<file path="config.mk">
export PLATFORM = sky130hd
export DESIGN_NAME = srbtb_ram
export DESIGN_NICKNAME = d
export VERILOG_FILES = /design/src/rtl/core/srbtb_ram.sv
export SDC_FILE = /design/constraint.sdc
export NUM_CORES = 1
export LEC_CHECK = 0
export ABC_CLOCK_PERIOD_IN_PS = 1850
export BUFFER_PORTS_ARGS = -buffer_cell sky130_fd_sc_hd__buf_2
export CORE_MARGIN = 5
export CORE_UTILIZATION = 30
export CTS_CLUSTER_SIZE = 14
export DETAILED_ROUTE_END_ITERATION = 16
export GPL_ROUTABILITY_DRIVEN = 0
export PLACE_DENSITY = 0.43
export REMOVE_ABC_BUFFERS = 1
export SYNTH_ARGS = -nofsm -noshare
export SYNTH_HDL_FRONTEND = slang
export SYNTH_SLANG_ARGS = --single-unit
</file>
<file path="constraint.sdc">
create_clock -name clk -period 1.85 [get_ports clk]
set_input_delay 0.37 -clock clk [delete_from_list [all_inputs] [get_ports clk]]
set_output_delay 0.37 -clock clk [all_outputs]
set_load 0.05 [all_outputs]
</file>
<file path="src/rtl/core/srbtb_ram.sv">
// generic single-port-write, single-port-read ram with registered read
// no dependencies
module srbtb_ram #(
	parameter int WIDTH = 8,
	parameter int DEPTH = 16
) (
	input  logic                     clk,
	input  logic                     we,
	input  logic [$clog2(DEPTH)-1:0] waddr,
	input  logic [WIDTH-1:0]         wdata,
	input  logic                     re,
	input  logic [$clog2(DEPTH)-1:0] raddr,
	output logic [WIDTH-1:0]         rdata
);
	logic [WIDTH-1:0] mem [DEPTH];

	always_ff @(posedge clk) begin
		if (we) mem[waddr] <= wdata;
		if (re) rdata <= mem[raddr];
	end
endmodule

</file>
==> results of run 1 <==
==> cell type report <==
cell class	count	area (um^2)	area share, %
multi-input combinational	83	1057	16.62
clock inverter	14	135.1	2.124
timing repair buffer	54	377.9	5.940
sequential	136	4084	64.20
tap	225	281.5	4.426
clock buffer	17	425.4	6.688
==> kinds of logic (layout without fill, tap and decap cells) <==
group | after synthesis | count (layout) | synth area share (%)
mux | 32 | 32 | 14.79
buf+inv | 10 | 85 | 1.651
simple gates | 35 | 35 | 3.136
flops | 136 | 136 | 78.12
compound gates | 16 | 16 | 2.298
==> worst max path at each step <==
stage / start / end
after floorplan: waddr[2] / mem[0][0]$_DFFE_PP_
after global placement: raddr[0] / rdata[1]$_DFFE_PP_
after CTS: raddr[0] / rdata[3]$_DFFE_PP_
after global routing: raddr[0] / rdata[3]$_DFFE_PP_
after detailed placement: raddr[0] / rdata[3]$_DFFE_PP_
final: raddr[0] / rdata[5]$_DFFE_PP_
==> Yosys cell counts <==
cell type | instances | area share (%)
nor2b_1 | 1 | 0.12
clkdlybuf4s25_2 | 3 | 0.57
buf_6 | 3 | 0.65
buf_2 | 3 | 0.29
nand2b_1 | 2 | 0.24
and2_1 | 1 | 0.12
mux4_2 | 18 | 7.8
nor2_1 | 13 | 0.93
and2b_1 | 1 | 0.14
nand3_1 | 1 | 0.096
or3b_2 | 1 | 0.17
mux4_1 | 14 | 7.0
edfxtp_1 | 136 | 78
a22oi_1 | 16 | 2.3
buf_4 | 1 | 0.14
nand2_1 | 9 | 0.65
nor3_1 | 4 | 0.38
nand3b_1 | 2 | 0.29
==> per-stage QoR <==
| step | TNS [ns] | hold WS, ns | instances | power [uW] |
|---|---|---|---|---|
| global route | 0 | 0.3247 | 529 | 7330 |
| finish | 0 | 0.3420 | 529 | 7034 |
| floorplan | -0.1030 | 0.4689 | 219 | 3741 |
| global placement | -1.177 | 0.7313 | 498 | 3955 |
| detailed placement | -1.328 | 0.7495 | 498 | 3962 |
| CTS | 0 | 0.3315 | 529 | 7140 |
==> layer usage <==
metal  vias up  global-route usage, %  wire length, um
li1       1106                      -                -
met4         0                  3.939               87
met1      1308                  16.19             5180
met3         6                  3.595              573
met5         -                      0                0
met2        65                  18.68             5514
==> where the power goes <==
group	leakage [uW]	internal, uW	switching [uW]
Clock	0.000262	1950	1200
Combinational	0.000631	150	244
Sequential	0.00124	3470	17.6
Total	0.00213	5580	1460
==> worst max-delay path: stages <==
cell	delay [ns]
buf_2	0.12
buf_12	0.18
buf_4	0.15
mux4_1	0.56
a22oi_1	0.27
nand2_1	0.09
==> state kept, by name (all words and copies together) (netlist names) <==
name / count
rdata: 8
mem: 128
==> summary.txt, run 1 <==
Root Driver -> clkbuf_16
final setup skew -> 0.007294 ns
CP Max Fanout -> 19
die height -> 142.0 um
latest clock arrival within the worst-skew pair -> 0.41 ns
Arrival @ worst endpoint -> 1.77 ns
Core Util, Final -> 37.03%
DRC -> 0
global-route wire length before repair -> 16840 um
commonest cells after routing, fill and taps aside -> edfxtp_1 (136), buf_2 (26), buf_4 (25), mux4_2 (18), clkbuf_16 (17)
vias per cell -> 4.698
detailed-route via count -> 2485
yosys warns -> 0
remaining antenna violation count -> 0
Least-Margin Pin Slew -> 0.8795 ns
CTS Sinks -> 136
Final period util -> 87.41%
share of cells above drive strength 1 -> 34.21%
initial cell density of the core -> 30.43%
Distinct cells, synth -> 18
Die W -> 142.0 um
Setup Viol. Count Final -> 0
Setup crit end kind -> flop
DR iter-0 viols -> 172
Area Growth Syn to Fin -> 21.68%
#FFs+latches synth -> 136
kind of critical path -> input pin to flop
CTS max path bufs -> 2
initial antenna violation count -> 0
origin of the critical flop-to-flop path -> mem[1][3]$_DFFE_PP_
Buffers on Ports -> 26
Post-layout nets -> 311
DP Area -> 5801 um^2
fillcell total -> 1620
status -> finished, final reports clean
CTS tree -> built
Design Area, Final -> 6361 um^2
Max Freq -> 618.4 MHz
Reg clk slew, reported paths -> 0.06 ns
fin. max-slew vios -> 0
sequential share of the synthesized area -> 78.12%
CTS H-tree depth -> 4
CTS Hold Bufs -> 0
pre-CTS setup slack -> -0.2298 ns
CP startpoint kind -> input pin
crit path time final -> 1.617 ns
worst hold path depth -> 1
largest net degree at the start of global routing -> 20
commonest non-fill, non-tap cell in the layout -> edfxtp_1
worst r2r path cells -> 3
DRT Pass-1 Iters -> 4
RSZ-0062 raised after global routing -> false
leak pwr -> 0.002129 uW
Fin. Hold Viols -> 0
R2R Setup Slk -> 0.32 ns
hold endpoint -> rdata[4]$_DFFE_PP_
CORE AREA -> 17180 um^2
synthesized instance count -> 229
hpwl dp -> 7221 um
diode count -> 0
FF-to-FF End -> rdata[3]$_DFFE_PP_
Min-Delay Startpoint -> re
CTS Buf Count -> 17
Pwr per Cell Area -> 1106 nW/um^2
syn_area_per_cell -> 22.83 um^2
drt wl/cell -> 21.47 um
Die ar. -> 20170 um^2
max-cap violations -> 0
gr usage total -> 11.99%
post-cts gate resize count -> 0
Data required, critical path -> 2.00 ns
grt ovf -> 0
post-CTS setup buffer count -> 0
vias in the first global route -> 2601
Hold Crit Class -> input pin to flop
wirelength, routed -> 11360 um
Syn Std Cell Area -> 5228 um^2
worst setup margin -> 0.2329 ns
# rows -> 48
Peak VDD IR -> 507.5 uV
I/O pins -> 27
Slew Limit Headroom -> 41.25%
Note: power is estimated with default switching activity, not from simulation.
==> run 2: changes to the inputs <==
--- a/config.mk
+++ b/config.mk
@@ -5,14 +5,14 @@
 export SDC_FILE = /design/constraint.sdc
 export NUM_CORES = 1
 export LEC_CHECK = 0
-export ABC_CLOCK_PERIOD_IN_PS = 1850
+export ABC_CLOCK_PERIOD_IN_PS = 1800
 export BUFFER_PORTS_ARGS = -buffer_cell sky130_fd_sc_hd__buf_2
 export CORE_MARGIN = 5
 export CORE_UTILIZATION = 30
 export CTS_CLUSTER_SIZE = 14
 export DETAILED_ROUTE_END_ITERATION = 16
 export GPL_ROUTABILITY_DRIVEN = 0
-export PLACE_DENSITY = 0.43
+export PLACE_DENSITY = 0.42
 export REMOVE_ABC_BUFFERS = 1
 export SYNTH_ARGS = -nofsm -noshare
 export SYNTH_HDL_FRONTEND = slang
==> constraint.sdc (replaced) <==
create_clock -name clk -period 1.8 [get_ports clk]
set_input_delay 0.36 -clock clk [delete_from_list [all_inputs] [get_ports clk]]
set_output_delay 0.36 -clock clk [all_outputs]
set_load 0.05 [all_outputs]
==> run 2 against run 1 <==
Core utilization up 0.32 points. Via count shrank 2.0%. Sequential share of layout area is 0.55 points lower. Final cell count decreased by 0.57%. Worst hold slack got worse by 0.021 ns. Sequential power increased by 3%. Critical path type is now flop to flop. Largest power group is now clock. Highest routed layer unchanged.
==> summary.txt, run 2 (same netlist as run 1, synthesis figures left out) <==
status -> finished, final reports clean
vias per cell -> 4.631
Peak VDD IR -> 666.5 uV
CTS Sinks -> 136
Slowest cell on crit path -> mux4_2
final setup skew -> 0.005469 ns
Setup crit end kind -> flop
Post-layout nets -> 307
post-CTS setup buffer count -> 0
FF-to-FF End -> rdata[6]$_DFFE_PP_
max reg flops -> 128
Root Driver -> clkbuf_16
Fin. Hold Viols -> 0
hpwl dp -> 7319 um
kind of critical path -> flop to flop
Max Freq -> 621.3 MHz
Area Growth Syn to Fin -> 22.74%
remaining antenna violation count -> 0
initial cell density of the core -> 30.43%
Slew Limit Headroom -> 47.74%
# rows -> 48
gr usage total -> 11.81%
R2R Setup Slk -> 0.19 ns
max-cap violations -> 0
Pwr per Cell Area -> 1193 nW/um^2
Die ar. -> 20170 um^2
origin of the critical flop-to-flop path -> mem[7][6]$_DFFE_PP_
Power Total -> 7652 uW
largest net degree at the start of global routing -> 18
Final period util -> 89.42%
initial antenna violation count -> 0
die height -> 142.0 um
Routed met3 length -> 427 um
vias in the first global route -> 2625
TNS Setup -> 0 ns
RSZ-0062 raised after global routing -> false
DRC -> 0
Hold Crit Class -> input pin to flop
Placed Cells incl. Taps -> 494
share of cells above drive strength 1 -> 32.23%
CP cell instances -> mux4_2 > a22oi_1 > buf_4 > nand2_1
CORE AREA -> 17180 um^2
drt wl/cell -> 21.11 um
Least-Margin Pin Slew -> 0.7822 ns
CTS Hold Bufs -> 0
CTS max path bufs -> 2
Met1 Wirelength -> 5323 um
fin. max-slew vios -> 0
wirelength, routed -> 11100 um
Arrival @ worst endpoint -> 1.77 ns
DR iter-0 viols -> 174
CTS Buf Count -> 17
post-cts gate resize count -> 0
met2 routed WL -> 5215 um
global-route wire length before repair -> 16700 um
worst r2r path cells -> 4
latest clock arrival within the worst-skew pair -> 0.41 ns
Setup Viol. Count Final -> 0
commonest cells after routing, fill and taps aside -> edfxtp_1 (136), buf_2 (26), buf_4 (20), mux4_2 (18), clkbuf_16 (17)
CP Max Fanout -> 1
detailed-route via count -> 2436
Min-Delay Startpoint -> re
Reg clk slew, reported paths -> 0.06 ns
hold endpoint -> rdata[5]$_DFFE_PP_
Top reg by flops -> mem
commonest non-fill, non-tap cell in the layout -> edfxtp_1
Buffers on Ports -> 26
worst hold path depth -> 1
fin cells -> 526
Data required, critical path -> 1.96 ns
CTS H-tree depth -> 4
crit path time final -> 1.609 ns
diode count -> 0
top flop regs -> mem (128), rdata (8)
leak pwr -> 0.002143 uW
I/O pins -> 27
DRT Pass-1 Iters -> 5
CP startpoint kind -> flop
CTS tree -> built
Top Metal Used -> met4
Die W -> 142.0 um
grt ovf -> 0
delay of the slowest cell on the worst path -> 0.50 ns
## run 2: cell types whose count changed in the layout (fill, tap and decap cells not counted), sizes merged
cell      previous run  this run
bufinv               2         5
clkinv               6         5
clkinvlp             6         5
buf                 54        50
## run 2: layer usage
metal / vias to the layer above / track usage (%)
met5: - / 0
met4: 0 / 4.242
met3: 9 / 3.461
met2: 60 / 18.04
met1: 1268 / 16.17
li1: 1099 / -
## run 2: report_power, final
part | switching [uW] | internal (uW) | total (uW)
combinational | 246 | 153 | 399
sequential | 18.9 | 3570 | 3590
clock | 1230 | 2430 | 3660
## run 2: area by class of cell
cell class	instances	area [um^2]
Clock inverter	15	207.7
Sequential cell	136	4084
Multi-Input combinational cell	83	1057
Timing Repair Buffer	50	360.3
Fill cell	1623	10760
Clock buffer	17	425.4
Tap cell	225	281.5
## run 2: through the flow
step / hold slack, ns / setup slack, ns / utilization, % / instance area (um^2)
after floorplan: 0.4589 / -0.05287 / - / 5141
after global placement: 0.7332 / -0.2198 / 33.67 / 5783
after detailed placement: 0.7426 / -0.2504 / 33.67 / 5783
after CTS: 0.3068 / 0.1736 / 37.35 / 6416
after global routing: 0.3080 / 0.1516 / 37.35 / 6416
final: 0.3213 / 0.1905 / 37.35 / 6416
## run 2: worst max-delay path: cells and delay by family (launching register included)
family	cells	cell delay [ns]
buffers and inverters	1	0.17
muxes	1	0.50
DFF	1	0.36
and+or+nand+nor	1	0.05
AOI/OAI and AO/OA	1	0.28
## run 2: worst max path at each step
stage / from / to / slack, ns / cells after the start
after global routing: raddr[0] / rdata[7]$_DFFE_PP_ / 0.15 / 5
after floorplan: waddr[2] / mem[0][0]$_DFFE_PP_ / -0.05 / 2
final: mem[7][6]$_DFFE_PP_ / rdata[6]$_DFFE_PP_ / 0.19 / 4
after CTS: mem[7][6]$_DFFE_PP_ / rdata[6]$_DFFE_PP_ / 0.17 / 4
after detailed placement: raddr[0] / rdata[7]$_DFFE_PP_ / -0.25 / 5
after global placement: raddr[0] / rdata[7]$_DFFE_PP_ / -0.22 / 5
==> run 3: changes to the inputs <==
--- a/config.mk
+++ b/config.mk
@@ -5,8 +5,9 @@
 export SDC_FILE = /design/constraint.sdc
 export NUM_CORES = 1
 export LEC_CHECK = 0
-export ABC_CLOCK_PERIOD_IN_PS = 1800
+export ABC_CLOCK_PERIOD_IN_PS = 2050
 export BUFFER_PORTS_ARGS = -buffer_cell sky130_fd_sc_hd__buf_2
+export CORE_ASPECT_RATIO = 1.25
 export CORE_MARGIN = 5
 export CORE_UTILIZATION = 30
 export CTS_CLUSTER_SIZE = 14
@@ -14,6 +15,7 @@
 export GPL_ROUTABILITY_DRIVEN = 0
 export PLACE_DENSITY = 0.42
 export REMOVE_ABC_BUFFERS = 1
+export SKIP_CTS_REPAIR_TIMING = 1
 export SYNTH_ARGS = -nofsm -noshare
 export SYNTH_HDL_FRONTEND = slang
 export SYNTH_SLANG_ARGS = --single-unit
==> constraint.sdc (replaced) <==
create_clock -name clk -period 2.05 [get_ports clk]
set_input_delay 0.41 -clock clk [delete_from_list [all_inputs] [get_ports clk]]
set_output_delay 0.41 -clock clk [all_outputs]
set_load 0.05 [all_outputs]
==> run 3 against run 2 <==
Setup slack improved by 0.31 ns. Clock skew grew 0.0082 ns. Worst hold slack better by 0.074 ns. Critical path depth up 1. Critical path type is now input pin to flop. Largest power group unchanged. Highest routed layer unchanged.
==> summary.txt, run 3 (same netlist as run 1, synthesis figures left out) <==
Die ar. -> 20180 um^2
status -> finished, final reports clean
Reg clk slew, reported paths -> 0.06 ns
fin. max-slew vios -> 0
DRC -> 0
diode count -> 0
leak pwr -> 0.002165 uW
CTS tree -> built
top flop regs -> mem (128), rdata (8)
gr usage total -> 12.05%
Root Driver -> clkbuf_16
Data required, critical path -> 2.20 ns
detailed-route via count -> 2475
delay of the slowest cell on the worst path -> 0.57 ns
hpwl dp -> 7810 um
I/O pins -> 27
Post-layout nets -> 310
Peak VDD IR -> 530.8 uV
DRT Pass-1 Iters -> 5
commonest cells after routing, fill and taps aside -> edfxtp_1 (136), buf_2 (26), buf_4 (24), mux4_2 (18), clkbuf_16 (17)
CTS Buf Count -> 17
CORE AREA -> 17300 um^2
CTS max path bufs -> 2
Fin. Hold Viols -> 0
Buffers on Ports -> 26
commonest non-fill, non-tap cell in the layout -> edfxtp_1
CTS H-tree depth -> 4
CP Max Fanout -> 17
Top reg by flops -> mem
# rows -> 54
Slew Limit Headroom -> 54.31%
CP cell instances -> buf_2 > buf_12 > mux4_1 > a22oi_1 > nand2_1
vias in the first global route -> 2723
vias per cell -> 4.688
TNS Setup -> 0 ns
DR iter-0 viols -> 150
wirelength, routed -> 11400 um
RSZ-0062 raised after global routing -> false
Least-Margin Pin Slew -> 0.6829 ns
Setup Viol. Count Final -> 0
Final period util -> 75.71%
Pwr per Cell Area -> 1040 nW/um^2
Final Hold Slack -> 0.3950 ns
initial cell density of the core -> 30.22%
kind of critical path -> input pin to flop
crit path time final -> 1.552 ns
drt wl/cell -> 21.58 um
Max Freq -> 644.3 MHz
Hold Crit Class -> input pin to flop
max reg flops -> 128
Arrival @ worst endpoint -> 1.71 ns
Area Growth Syn to Fin -> 22.79%
Slowest cell on crit path -> mux4_1
final setup skew -> 0.01364 ns
Setup crit end kind -> flop
Die W -> 128.1 um
global-route wire length before repair -> 17220 um
share of cells above drive strength 1 -> 34.21%
max-cap violations -> 0
grt ovf -> 0
latest clock arrival within the worst-skew pair -> 0.41 ns
largest net degree at the start of global routing -> 23
CTS Sinks -> 136
initial antenna violation count -> 0
remaining antenna violation count -> 0
CP startpoint kind -> input pin
die height -> 157.6 um
==> run 3: layout make-up <==
type / instances / area [um^2]
timing repair buffer: 53 / 370.4
sequential: 136 / 4084
tap: 224 / 280.3
clock buffer: 17 / 425.4
fill: 1643 / 10880
clock inverter: 15 / 201.4
multi-input combinational: 83 / 1057
==> run 3: metal layers <==
layer  vias to the layer above  routed length [um]  GRT usage (%)
li1                       1106                   -              -
met3                         7                 412          3.476
met5                         -                   0              0
met1                      1312                5125          15.46
met4                         0                  89          3.943
met2                        50                5769          19.80
==> run 3: metrics by stage <==
stage	area (um^2)	cells	setup slack, ns	utilization, %	power (uW)
2_1_floorplan	5141	219	0.1471	-	3376
3_3_place_gp	5792	496	0.06718	33.49	3565
3_5_place_dp	5792	496	0.05734	33.49	3569
4_1_cts	6419	528	0.4995	37.11	6768
5_1_grt	6419	528	0.4413	37.11	6908
6_report	6419	528	0.4980	37.11	6677
==> run 3: final timing paths <==
| kind | from | endpoint | slack, ns | depth (start not counted) |
|---|---|---|---|---|
| worst max-delay path | raddr[0] | rdata[0]$_DFFE_PP_ | 0.50 | 5 |
| worst min-delay path | wdata[0] | mem[7][0]$_DFFE_PP_ | 0.40 | 1 |
| worst max register to register | mem[5][0]$_DFFE_PP_ | rdata[0]$_DFFE_PP_ | 0.55 | 3 |
| worst min register to register | mem[14][5]$_DFFE_PP_ | rdata[5]$_DFFE_PP_ | 0.74 | 3 |
==> run 3: worst max-delay path, delay by kind of cell <==
kind / cells / cell delay (ns)
compound gates: 1 / 0.27
buf+inv: 2 / 0.33
mux: 1 / 0.57
simple gates: 1 / 0.11
==> run 3: power breakdown <==
group	switching, uW	total [uW]	internal (uW)
clock network	1140	3180	2040
logic	217	349	132
registers	17.9	3150	3130
total	1370	6680	5300
